--- src/hw/rtl/q4kd_pkg.sv ---
// q4kd_pkg: types, constants and arithmetic helpers for the Q4_K dequantiser.
// Shared by the front, queue, back and top modules; no dependencies.
`default_nettype none
package q4kd_pkg;

    localparam logic [7:0] BLOCK_LAST  = 8'd143;
    localparam logic [7:0] SCALE_START = 8'd4;
    localparam logic [7:0] QUANT_START = 8'd16;
    localparam logic [31:0] DEFAULT_NAN = 32'hffc0_0000;
    localparam logic [7:0] EXP_BIAS_ADJ = 8'd102; // 127 - 25

    // One quant byte with everything the back end needs.
    typedef struct packed {
        logic [15:0] d_half;
        logic [15:0] m_half;
        logic [9:0]  lo_scq;
        logic [5:0]  lo_mn;
        logic [9:0]  hi_scq;
        logic [5:0]  hi_mn;
        logic [7:0]  pos;
        logic        blk_end;
    } t_item;

    // Exact products: value = (-1)^s * mag * 2^(e-25).
    typedef struct packed {
        logic        sa;
        logic [20:0] a;
        logic [4:0]  ea;
        logic        sb;
        logic [16:0] b;
        logic [4:0]  eb;
        logic        zs;
        logic        spec;
        logic [31:0] sbits;
    } t_prod;

    typedef struct packed {
        logic        neg;
        logic [50:0] mag;
        logic [4:0]  emin;
        logic [5:0]  lead;
        logic        zs;
        logic        spec;
        logic [31:0] sbits;
    } t_diff;

    typedef struct packed {
        logic [7:0] pos;
        logic       blk_end;
    } t_tag;

    // 6-bit scale and min of sub-block sub from the twelve packed bytes.
    function automatic logic [11:0] f_scmin(input logic [95:0] pk, input logic [2:0] sub);
        logic [7:0]  p [12];
        logic [11:0] r [8];
        for (int k = 0; k < 12; k++) begin
            p[k] = pk[8*k +: 8];
        end
        for (int i = 0; i < 4; i++) begin
            r[i]     = {p[i][5:0], p[i+4][5:0]};
            r[i + 4] = {p[i][7:6], p[i+8][3:0], p[i+4][7:6], p[i+8][7:4]};
        end
        return r[sub];
    endfunction

    // Half decode, products and special-value resolution for one lane.
    function automatic t_prod f_stage1(input logic [15:0] dh, input logic [15:0] mh,
                                       input logic [9:0] scq, input logic [5:0] mn);
        t_prod       o;
        logic [10:0] md;
        logic [10:0] mm;
        logic        dnan;
        logic        dinf;
        logic        mnan;
        logic        minf;
        logic        a_nan;
        logic        a_inf;
        logic        b_nan;
        logic        b_inf;
        logic [31:0] a_bits;
        logic [31:0] b_bits;
        md   = {dh[14:10] != 5'd0, dh[9:0]};
        mm   = {mh[14:10] != 5'd0, mh[9:0]};
        dnan = (dh[14:10] == 5'h1f) && (dh[9:0] != 10'd0);
        dinf = (dh[14:10] == 5'h1f) && (dh[9:0] == 10'd0);
        mnan = (mh[14:10] == 5'h1f) && (mh[9:0] != 10'd0);
        minf = (mh[14:10] == 5'h1f) && (mh[9:0] == 10'd0);
        o.sa = dh[15];
        o.sb = mh[15];
        o.ea = (dh[14:10] == 5'd0) ? 5'd1 : dh[14:10];
        o.eb = (mh[14:10] == 5'd0) ? 5'd1 : mh[14:10];
        o.a  = 21'({10'd0, md} * {11'd0, scq});
        o.b  = 17'({6'd0, mm} * {11'd0, mn});
        o.zs = (o.a == 21'd0) && (o.b == 17'd0) && o.sa && !o.sb;
        // inf times zero gives the default NaN; NaN inputs come out quietened
        a_nan  = dnan || (dinf && scq == 10'd0);
        a_inf  = dinf && scq != 10'd0;
        b_nan  = mnan || (minf && mn == 6'd0);
        b_inf  = minf && mn != 6'd0;
        a_bits = dnan ? {dh[15], 8'hff, 1'b1, dh[8:0], 13'd0} : DEFAULT_NAN;
        b_bits = mnan ? {mh[15], 8'hff, 1'b1, mh[8:0], 13'd0} : DEFAULT_NAN;
        o.spec = a_nan || a_inf || b_nan || b_inf;
        if (a_nan) begin
            o.sbits = a_bits;
        end else if (b_nan) begin
            o.sbits = b_bits;
        end else if (a_inf && b_inf) begin
            o.sbits = (o.sa == o.sb) ? DEFAULT_NAN : {o.sa, 8'hff, 23'd0};
        end else if (a_inf) begin
            o.sbits = {o.sa, 8'hff, 23'd0};
        end else begin
            o.sbits = {!o.sb, 8'hff, 23'd0};
        end
        return o;
    endfunction

    // Exact a - b on a common exponent.
    function automatic t_diff f_stage2(input t_prod x);
        t_diff       o;
        logic [50:0] xa;
        logic [50:0] yb;
        logic [51:0] v;
        if (x.ea >= x.eb) begin
            xa     = {30'd0, x.a} << (x.ea - x.eb);
            yb     = {34'd0, x.b};
            o.emin = x.eb;
        end else begin
            xa     = {30'd0, x.a};
            yb     = {34'd0, x.b} << (x.eb - x.ea);
            o.emin = x.ea;
        end
        v = (x.sa ? -{1'b0, xa} : {1'b0, xa}) - (x.sb ? -{1'b0, yb} : {1'b0, yb});
        o.neg   = v[51];
        o.mag   = v[51] ? 51'(-v) : v[50:0];
        o.lead  = 6'd0;
        o.zs    = x.zs;
        o.spec  = x.spec;
        o.sbits = x.sbits;
        return o;
    endfunction

    function automatic logic [5:0] f_lead(input logic [50:0] mag);
        logic [5:0] l;
        l = 6'd0;
        for (int i = 0; i < 51; i++) begin
            if (mag[i]) begin
                l = 6'(i);
            end
        end
        return l;
    endfunction

    // Normalise, round to nearest even and pack. Never subnormal, never overflows.
    function automatic logic [31:0] f_round(input t_diff x);
        logic [50:0] norm;
        logic [22:0] mant;
        logic        rnd;
        logic [23:0] sum;
        logic [7:0]  ex;
        norm = x.mag << (6'd50 - x.lead);
        mant = norm[49:27];
        rnd  = norm[26] && ((|norm[25:0]) || mant[0]);
        sum  = {1'b0, mant} + {23'd0, rnd};
        ex   = 8'(x.lead) + 8'(x.emin) + EXP_BIAS_ADJ + 8'(sum[23]);
        if (x.spec) begin
            return x.sbits;
        end else if (x.mag == 51'd0) begin
            return {x.zs, 31'd0};
        end
        return {x.neg, ex, sum[22:0]};
    endfunction

endpackage
`default_nettype wire

--- src/hw/rtl/q4k_block_dequantizer_unit.sv ---
// q4k_block_dequantizer_unit: top level of the Q4_K block dequantiser.
// Instantiates q4kd_front, q4kd_queue and q4kd_back; uses q4kd_pkg.
//
//  channel  | handshake         | payload
//  ---------+-------------------+------------------------------------------------
//  input    | push / full       | i_block_byte
//  result   | empty / pop       | o_low_value, o_high_value, o_low_position,
//           |                   | o_block_end
//
// One byte per cycle is taken while the queue has room. The 16 header bytes
// give no result; each of the 128 quant bytes gives one transfer.
// A quant byte's result goes through the queue, which the front writes at the
// accepting edge, then through the four back stages (products, subtract,
// leading one, round); the result can be popped from the round stage register.
// Reset is synchronous, active low; header storage is not reset.
// A stalled pop backs up the back pipeline, then the queue, then raises full.
`default_nettype none
module q4k_block_dequantizer_unit
    import q4kd_pkg::*;
#(
    parameter int QUEUE_DEPTH = 4
) (
    input  wire logic       i_clk,
    input  wire logic       i_rst_n,
    input  wire logic       push,
    output logic            full,
    input  wire logic [7:0] i_block_byte,
    output logic            empty,
    input  wire logic       pop,
    output logic [31:0]     o_low_value,
    output logic [31:0]     o_high_value,
    output logic [7:0]      o_low_position,
    output logic            o_block_end
);

    logic  fr_wr;
    t_item fr_item;
    logic  q_full;
    logic  q_valid;
    t_item q_item;
    logic  bk_take;
    logic  acc;

    // Accept only when the queue has room, so the front never drops a quant byte.
    assign full = q_full;
    assign acc  = push && !q_full;

    q4kd_front u_front (
        .i_clk   (i_clk),
        .i_rst_n (i_rst_n),
        .i_push  (acc),
        .i_byte  (i_block_byte),
        .o_wr    (fr_wr),
        .o_item  (fr_item)
    );

    q4kd_queue #(
        .DEPTH (QUEUE_DEPTH)
    ) u_queue (
        .i_clk   (i_clk),
        .i_rst_n (i_rst_n),
        .i_wr    (fr_wr),
        .i_item  (fr_item),
        .i_rd    (bk_take),
        .o_full  (q_full),
        .o_valid (q_valid),
        .o_item  (q_item)
    );

    q4kd_back u_back (
        .i_clk          (i_clk),
        .i_rst_n        (i_rst_n),
        .i_valid        (q_valid),
        .i_item         (q_item),
        .o_take         (bk_take),
        .i_pop          (pop),
        .o_empty        (empty),
        .o_low_value    (o_low_value),
        .o_high_value   (o_high_value),
        .o_low_position (o_low_position),
        .o_block_end    (o_block_end)
    );

endmodule
`default_nettype wire

--- src/hw/rtl/q4kd_front.sv ---
// q4kd_front: byte position tracking, header capture, quant byte classification.
// Uses q4kd_pkg.
`default_nettype none
module q4kd_front
    import q4kd_pkg::*;
(
    input  wire logic       i_clk,
    input  wire logic       i_rst_n,
    input  wire logic       i_push,
    input  wire logic [7:0] i_byte,
    output logic            o_wr,
    output t_item           o_item
);

    logic [7:0]  r_pos;
    logic [7:0]  n_pos;
    logic [15:0] r_d_half;
    logic [15:0] r_m_half;
    logic [95:0] r_pk;
    logic [7:0]  j;
    logic [3:0]  pk_idx;
    logic [11:0] lo_sm;
    logic [11:0] hi_sm;

    assign n_pos  = (r_pos == BLOCK_LAST) ? 8'd0 : r_pos + 8'd1;
    assign j      = r_pos - QUANT_START;
    assign pk_idx = 4'(r_pos - SCALE_START);
    assign lo_sm  = f_scmin(r_pk, {j[6:5], 1'b0});
    assign hi_sm  = f_scmin(r_pk, {j[6:5], 1'b1});

    always_ff @(posedge i_clk) begin
        if (!i_rst_n) begin
            r_pos <= 8'd0;
        end else if (i_push) begin
            r_pos <= n_pos;
        end
    end

    always_ff @(posedge i_clk) begin
        if (i_push) begin
            case (r_pos)
                8'd0: r_d_half[7:0]  <= i_byte;
                8'd1: r_d_half[15:8] <= i_byte;
                8'd2: r_m_half[7:0]  <= i_byte;
                8'd3: r_m_half[15:8] <= i_byte;
                default: begin
                    if (r_pos < QUANT_START) begin
                        r_pk[8*pk_idx +: 8] <= i_byte;
                    end
                end
            endcase
        end
    end

    assign o_wr            = i_push && (r_pos >= QUANT_START);
    assign o_item.d_half   = r_d_half;
    assign o_item.m_half   = r_m_half;
    assign o_item.lo_scq   = 10'({4'd0, lo_sm[11:6]} * {6'd0, i_byte[3:0]});
    assign o_item.lo_mn    = lo_sm[5:0];
    assign o_item.hi_scq   = 10'({4'd0, hi_sm[11:6]} * {6'd0, i_byte[7:4]});
    assign o_item.hi_mn    = hi_sm[5:0];
    assign o_item.pos      = {j[6:5], 1'b0, j[4:0]};
    assign o_item.blk_end  = (r_pos == BLOCK_LAST);

endmodule
`default_nettype wire

--- src/hw/rtl/q4kd_queue.sv ---
// q4kd_queue: short FIFO of classified items between front and back.
// Uses q4kd_pkg.
`default_nettype none
module q4kd_queue
    import q4kd_pkg::*;
#(
    parameter int DEPTH = 4
) (
    input  wire logic i_clk,
    input  wire logic i_rst_n,
    input  wire logic i_wr,
    input  t_item     i_item,
    input  wire logic i_rd,
    output logic      o_full,
    output logic      o_valid,
    output t_item     o_item
);

    localparam int AW = (DEPTH > 1) ? $clog2(DEPTH) : 1;
    localparam int CW = $clog2(DEPTH + 1);
    localparam logic [AW-1:0] LAST = AW'(DEPTH - 1);

    t_item         r_mem [DEPTH];
    logic [AW-1:0] r_wp;
    logic [AW-1:0] r_rp;
    logic [CW-1:0] r_cnt;
    logic          wr_ok;
    logic          rd_ok;

    assign o_full  = (r_cnt == CW'(DEPTH));
    assign o_valid = (r_cnt != '0);
    assign o_item  = r_mem[r_rp];
    assign wr_ok   = i_wr && !o_full;
    assign rd_ok   = i_rd && o_valid;

    always_ff @(posedge i_clk) begin
        if (wr_ok) begin
            r_mem[r_wp] <= i_item;
        end
    end

    always_ff @(posedge i_clk) begin
        if (!i_rst_n) begin
            r_wp  <= '0;
            r_rp  <= '0;
            r_cnt <= '0;
        end else begin
            if (wr_ok) begin
                r_wp <= (r_wp == LAST) ? '0 : r_wp + AW'(1);
            end
            if (rd_ok) begin
                r_rp <= (r_rp == LAST) ? '0 : r_rp + AW'(1);
            end
            r_cnt <= r_cnt + CW'(wr_ok) - CW'(rd_ok);
        end
    end

endmodule
`default_nettype wire

--- src/hw/rtl/q4kd_back.sv ---
// q4kd_back: four-stage float pipeline (products, subtract, leading one, round).
// Uses q4kd_pkg; last stage is the output register.
`default_nettype none
module q4kd_back
    import q4kd_pkg::*;
(
    input  wire logic   i_clk,
    input  wire logic   i_rst_n,
    input  wire logic   i_valid,
    input  t_item       i_item,
    output logic        o_take,
    input  wire logic   i_pop,
    output logic        o_empty,
    output logic [31:0] o_low_value,
    output logic [31:0] o_high_value,
    output logic [7:0]  o_low_position,
    output logic        o_block_end
);

    logic        r_v1, r_v2, r_v3, r_v4;
    t_prod       r_lo1, r_hi1;
    t_diff       r_lo2, r_hi2, r_lo3, r_hi3;
    t_tag        r_t1, r_t2, r_t3, r_t4;
    logic [31:0] r_lo4, r_hi4;
    logic        rdy1, rdy2, rdy3, rdy4;
    t_diff       lo_ld, hi_ld;

    assign rdy4   = !r_v4 || i_pop;
    assign rdy3   = !r_v3 || rdy4;
    assign rdy2   = !r_v2 || rdy3;
    assign rdy1   = !r_v1 || rdy2;
    assign o_take = i_valid && rdy1;

    // leading-one position folded into the stage-two result
    always_comb begin
        lo_ld      = r_lo2;
        lo_ld.lead = f_lead(r_lo2.mag);
        hi_ld      = r_hi2;
        hi_ld.lead = f_lead(r_hi2.mag);
    end

    always_ff @(posedge i_clk) begin
        if (!i_rst_n) begin
            r_v1 <= 1'b0;
            r_v2 <= 1'b0;
            r_v3 <= 1'b0;
            r_v4 <= 1'b0;
        end else begin
            if (rdy1) r_v1 <= i_valid;
            if (rdy2) r_v2 <= r_v1;
            if (rdy3) r_v3 <= r_v2;
            if (rdy4) r_v4 <= r_v3;
        end
    end

    always_ff @(posedge i_clk) begin
        if (rdy1) begin
            r_lo1 <= f_stage1(i_item.d_half, i_item.m_half, i_item.lo_scq, i_item.lo_mn);
            r_hi1 <= f_stage1(i_item.d_half, i_item.m_half, i_item.hi_scq, i_item.hi_mn);
            r_t1  <= '{pos: i_item.pos, blk_end: i_item.blk_end};
        end
        if (rdy2) begin
            r_lo2 <= f_stage2(r_lo1);
            r_hi2 <= f_stage2(r_hi1);
            r_t2  <= r_t1;
        end
        if (rdy3) begin
            r_lo3 <= lo_ld;
            r_hi3 <= hi_ld;
            r_t3  <= r_t2;
        end
        if (rdy4) begin
            r_lo4 <= f_round(r_lo3);
            r_hi4 <= f_round(r_hi3);
            r_t4  <= r_t3;
        end
    end

    assign o_empty        = !r_v4;
    assign o_low_value    = r_lo4;
    assign o_high_value   = r_hi4;
    assign o_low_position = r_t4.pos;
    assign o_block_end    = r_t4.blk_end;

endmodule
`default_nettype wire

--- config.mk ---
export PLATFORM = sky130hd
export DESIGN_NAME = q4k_block_dequantizer_unit
export DESIGN_NICKNAME = d
export VERILOG_FILES = /design/src/hw/rtl/q4kd_pkg.sv /design/src/hw/rtl/q4k_block_dequantizer_unit.sv /design/src/hw/rtl/q4kd_front.sv /design/src/hw/rtl/q4kd_queue.sv /design/src/hw/rtl/q4kd_back.sv
export SDC_FILE = /design/constraint.sdc
export NUM_CORES = 2
export LEC_CHECK = 0
export BUFFER_PORTS_ARGS = -buffer_cell sky130_fd_sc_hd__buf_2
export CORE_MARGIN = 2
export CORE_UTILIZATION = 59
export CTS_CLUSTER_SIZE = 14
export DETAILED_ROUTE_END_ITERATION = 7
export GPL_ROUTABILITY_DRIVEN = 0
export PLACE_DENSITY = 0.75
export SKIP_CTS_REPAIR_TIMING = 1
export SYNTH_ARGS = -nofsm -noshare
export SYNTH_HDL_FRONTEND = slang
export SYNTH_SLANG_ARGS = --single-unit
export TNS_END_PERCENT = 100
--- constraint.sdc ---
create_clock -name i_clk -period 30.1 [get_ports i_clk]
set_input_delay 0 -clock i_clk [delete_from_list [all_inputs] [get_ports i_clk]]
set_output_delay 0 -clock i_clk [all_outputs]
set_load 0.01 [all_outputs]
Word-level counts from Yosys, hierarchy flattened
Memories as Yosys holds them, arrays and structs flattened. A register that Yosys moved wholly into a read port is not among the register bits.
Cells that the tools add are included.
Operators by class
  $add $sub $neg: 28
  multiply operators: 6
  order comparisons: 5
  eq/ne operators: 10
  shift-type cells: 8
  multiplexer cells: 150
  bitwise logic cells: 3
  reduce and logical (&&, ||, !) cells: 85
Operators by type and width (number)
  $mux 32: 17
  $mux 51: 10
  $mux 5: 65
  $mux 52: 4
  $neg 51->52: 4
  $sub 52x52->52: 2
  $logic_not 51->1: 2
  $neg 51->51: 2
  $shl 17x5->51: 2
  $shl 21x5->51: 2
  $shl 51x6->50: 2
  $bwmux 96: 1
  $shift 8x34->96 const A: 1
  $shiftx 8x34->96: 1
  $bmux 12 s3: 2
  $mux 4: 16
  $reduce_or 26->1: 2
  $add 23x1->24: 2
  $mux 12: 4
  $logic_not 21->1: 2
  $mul 11x10->21: 2
  $logic_not 10->1: 4
  $reduce_bool 10->1: 4
  $reduce_or 19->1: 2
  other kinds (45): 140
Storage, ports and cells
  flip-flop bits (word level): 769
  bits in writable memories: 288
  bits of input ports: 12
  output and inout port bits: 75
  logic and storage cells: 361
  memories: 1
Memories
  u_queue.r_mem: words 4, width 72, rd ports 1, clocked after Yosys merged registers in 1, write ports 1, RTL line q4kd_queue.sv:23  | t_item r_mem [DEPTH];

Logic depth before layout (Yosys ltp)
  depth after elaboration: 49
  gate-level depth with buffers: 42
  depth with buffers taken out: 36

Modules after synthesis
A second synthesis with hierarchy kept.
Second synthesis, totals
  cells, all modules: 7212
  area total of the unflattened synthesis: 74591.5 sq um
Modules (own cells, without submodules)
  q4kd_back: instances 1, cells each 6204, area each 56272.7 sq um, sequential area each 14974.4 sq um
  q4kd_queue: instances 1, cells each 433, area each 11086.9 sq um, sequential area each 8948.6 sq um
  q4kd_front: instances 1, cells each 574, area each 7218.2 sq um, sequential area each 4003.8 sq um
  q4k_block_dequantizer_unit: instances 1, cells each 1, area each 13.8 sq um, sequential area each 0.0 sq um

Least setup slack after synthesis
No wires, ideal clock.
  path kind: register -> register
  from: reg with a tool-made name
  to: reg u_back.r_hi1[33] (netlist name) (data pin)
  setup time: 182 ps
  data arrival time: 9531 ps
  required time: 29918 ps
  slack: 20388 ps
  stages on the path, launching flop included: 32
  path buffers: 8
  period minus slack after synthesis: 9712 ps
  cells stage by stage: dfxtp_1 -> buf_2 -> buf_1 -> clkbuf_1 -> buf_1 -> clkbuf_1 -> buf_1 -> buf_1 -> o21a_1 -> clkbuf_1 -> nand2_1 -> fa_1 -> inv_1 -> ha_1 -> ha_1 -> inv_1 -> fa_1 -> fa_1 -> inv_1 -> ha_1 -> a21oi_1 -> xnor2_1 -> or4_1 -> or4_1 -> or4_1 -> nor3_1 -> or4b_1 -> or4_1 -> nor4_1 -> nand2_1 -> or4_1 -> nor4b_1
RTL lines
  end signal: assignment: RTL line q4kd_back.sv:59  | r_hi1 <= f_stage1(i_item.d_half, i_item.m_half, i_item.hi_scq, i_item.hi_mn);
  end: declaration: RTL line q4kd_back.sv:21  | t_prod r_lo1, r_hi1;

Final worst setup path
  from: reg u_back.r_lo1[59] (netlist name)
  to: reg u_back.r_lo2, in the netlist u_back.lo_ld[90] (data pin)
On the way
  cells in the longest elaborated chain, start to end: 9
  elaborated cells on any way between the ends: 16
  those cells by class: add/sub: 6; order compare: 1; shift: 2; mux: 7
Ends and longest elaborated chain
  start: declaration: RTL line q4kd_back.sv:21
  start signal: assignment: RTL line q4kd_back.sv:58  | r_lo1 <= f_stage1(i_item.d_half, i_item.m_half, i_item.lo_scq, i_item.lo_mn);
  $sub 5x5->5, on equally long branches
  $shl 21x5->51 or $shl 17x5->51 (tied branches): RTL line q4kd_pkg.sv:124, q4kd_pkg.sv:129
  $mux 51: RTL line q4kd_pkg.sv:123  | if (x.ea >= x.eb) begin
  $mux 51: RTL line q4kd_back.sv:62  | if (rdy2) begin
  $neg 51->52: RTL line q4kd_pkg.sv:132  | v = (x.sa ? -{1'b0, xa} : {1'b0, xa}) - (x.sb ? -{1'b0, yb} : {1'b0, yb});
  $mux 52: RTL line q4kd_pkg.sv:132
  $sub 52x52->52 *: RTL line q4kd_pkg.sv:132
  $neg 51->51: RTL line q4kd_pkg.sv:134  | o.mag = v[51] ? 51'(-v) : v[50:0];
  $mux 51 *: RTL line q4kd_pkg.sv:134
  end signal: assignment: RTL line q4kd_back.sv:63  | r_lo2 <= f_stage2(r_lo1);
  end: declaration: RTL line q4kd_back.sv:22  | t_diff r_lo2, r_hi2, r_lo3, r_hi3;
Every way passes the cells marked *; elsewhere a longest branch is shown, timed or not. The select of a mux whose other input is x is not followed.
A chain may end at the register's enable or synchronous reset.

==> run metrics <==
most frequent cells in the layout=908 x edfxtp_1, 806 x nand2_1, 567 x nor2_1, 412 x inv_1, 350 x o21ai_0; initial core utilization=0.5949; met3 WL=18.38 mm; Setup TNS Final=0 ps; antenna-violating nets left=0; Mapped Cells=7138; actual slew at the worst max-slew pin=1456 ps; warning count from the yosys run=0; Reg2Reg Capture Point=u_back.lo_ld[90]; crit path time final=between 10000 and 15000 ps; DIE WIDTH=around 360 um; critical path launch point type=flop; CP Data Required Time=30540 ps; period utilization=0.3518; Max Cap Viol=1; vias in the first global route=55.61k; largest net degree at the start of global routing=89; max_slew headroom=0.01673; Final Skew=between 80 and 90 ps; R2R depth=28; global-route wire length before repair=315.2 mm; area delta synth->final=7.017%; status=complete, but fails checks; vias per inst=6.630; final wirelength=203.2 mm; clock root cell=clkbuf_16; antenna violations before repair=5; clk buf depth=3; CTS tree=done; Synthesized Nets=just under 8k; Min-Delay Path Class=in2reg; Final nets=7639; HPWL after DPL=150.6 mm; CTS buffer count=between 90 and 100; Slew Viols, Final=0; Vert. Die Dim=357.1 um; CTS clk-pin slew, worst paths=about 60 ps; Met2 Wirelength=93.87 mm; fmax=0.09443 GHz; Placement Rows=129; number of clock sinks=929; die area=127500 um^2; grt ovf=0; Met1 Wirelength=about 76 mm; Synth Cell Area=73560 um^2; crit path max fanout=29; via count=58.06k; H-tree depth=3; Max Used Layer=met5; Skew-Pair Late Insertion Delay=780 ps; Residual DRC=0; Hold Path End=u_back.r_v2; FF-to-FF Start=u_back.r_lo1[59]; setup violators final=0; Critical Path Sink Type=flop; Post-synth EDFFs=908; Async S/R FF share, synth=0; Avg Cell Area, Syn=10.30 um^2; commonest non-fill, non-tap cell in the layout=edfxtp_1; final hold slack=around 160 ps; # IOs=87; flops & latches, synth=~930; Netlist cell types=102; CP Class=reg2reg; slowest CP cell=o311ai_0; critical path's largest stage delay=roughly 1200 ps; crit path DAT=about 11000 ps; Final Hold Viols=0; failing checks=capacitance limit; WL/cell=23.20 um; Hold Startpoint=i_rst_n; PortBufs=85; unrepaired setup endpoints after global routing=no; initial DRC count=6825; top_reg_cell synth=edfxtp_1; Hold Path Depth=3; Core Area=123600 um^2; share of layout cells above drive strength 1=0.1104; TritonRoute pass-1 iters=7; flop2flop setup slack=between 15000 and 20000 ps; sequential element share of the synthesized area=0.3764; GRT Resource Usage Total=0.3160
-- worst max-delay path by stage --
stage	cells after the start	start	to
final	28	u_back.r_lo1[59]	u_back.lo_ld[90]
after global routing	31	u_back.r_lo1[59]	u_back.hi_ld[82]
after CTS	26	u_back.r_lo1[59]	u_back.lo_ld[90]
after detailed placement	27	u_back.r_lo1[59]	u_back.hi_ld[53]
after global placement	28	u_back.r_lo1[57]	u_back.lo_ld[90]
after floorplan	31	flop	u_back.r_hi1[33]
-- layout make-up --
type,count,area [um^2]
Clock buffer,120,2512
Tap cell,1637,2048
Fill cell,9512,44920
Timing Repair Buffer,175,1131
Inverter,418,1575
Multi-Input combinational cell,5425,43110
Clock inverter,52,645.6
Antenna cell,1,2.502
Sequential cell,929,27690
-- metal layers --
metal / track usage / vias up
li1: - / 26050
met1: 0.3995 / 27880
met2: 0.5070 / 3275
met3: 0.06265 / 846
met4: 0.1867 / 6
met5: 0 / -
-- registers in the layout, indices dropped and copies added (netlist names), 7 cells and up, named ones only --
| register | flops |
|---|---|
| u_front.r_pk | 96 |
| u_back.r_t1 | 8 |
| u_queue.r_mem | 288 |
| u_front.r_d_half | 16 |
| u_back.r_t3 | 8 |
| u_back.r_lo3 | 76 |
| u_back.lo_ld | 70 |
| u_back.hi_ld | 65 |
| u_front.r_m_half | 16 |
| u_back.o_low_position | 7 |
| u_back.o_high_value | 32 |
| u_back.r_hi3 | 71 |
| u_back.r_hi1 | 51 |
| u_back.r_t2 | 8 |
| u_back.o_low_value | 32 |
| u_front.r_pos | 8 |
| u_back.r_lo1 | 63 |
-- stage by stage --
step / area (um^2) / utilization / setup WS (ps) / instances
final: 78720 / 0.6367 / 19510 / 8757
after global routing: 78710 / 0.6367 / 18750 / 8756
after CTS: 78590 / 0.6357 / 19840 / 8744
after detailed placement: 75440 / 0.6101 / 19890 / 8572
after global placement: 75440 / 0.6101 / 20120 / 8572
after floorplan: 73560 / - / 20390 / 7138
-- cells in the mapped netlist, types with 41 or more instances --
cell        n  area (um^2)
a211oi_1   54        405.4
a21o_1     87        653.1
a21oi_1   350         1752
a22oi_1    49        367.9
a31oi_1    62        387.9
and2_1    171         1070
and3_1     48        300.3
buf_1      50        187.7
buf_2      53        265.3
clkbuf_1  247        927.1
edfxtp_1  908        27270
fa_1      237         4745
ha_1      346         4329
inv_1     414         1554
mux2_2    100         1126
mux2i_1   146         1461
mux4_2    255         5743
nand2_1   808         3033
nand2b_1   52        325.3
nand3_1   101        505.5
nand4_1    51        319.1
nor2_1    571         2143
nor2b_1    53        331.6
nor3_1    122        610.6
nor4_1     94        588.1
o21a_1     43        322.8
o21ai_0   352         1762
o21ai_1    41        205.2
o21bai_1   66        495.5
o22ai_1    53        331.6
o31ai_1    67        503.0
or3_1      56        350.3
xnor2_1   311         2724
xor2_1    207         1813
-- worst max-delay path, delay by kind of cell, from the launching register on --
family / cells / cell delay [ps]
and+or+nand+nor: 12 / 3570
buffers and inverters: 2 / 800
adders and majority gates: 2 / 1270
xor gates and xnor gates: 2 / 290
DFF: 1 / 400
AOI/OAI and AO/OA: 9 / 3640
muxes: 1 / 270
-- cell families after synthesis --
group	Yosys count	synth area share
other cells	1	0.00005098
xor+xnor	519	0.06190
compound gates	1520	0.1332
simple gates	2298	0.1494
mux	504	0.1137
buf+inv	784	0.04198
fa+ha+maj	583	0.1234
flops	929	0.3764
Power is left out: the tool's default activity adds up to more than one toggle a clock period on the data nets, which glitch-free logic cannot reach.
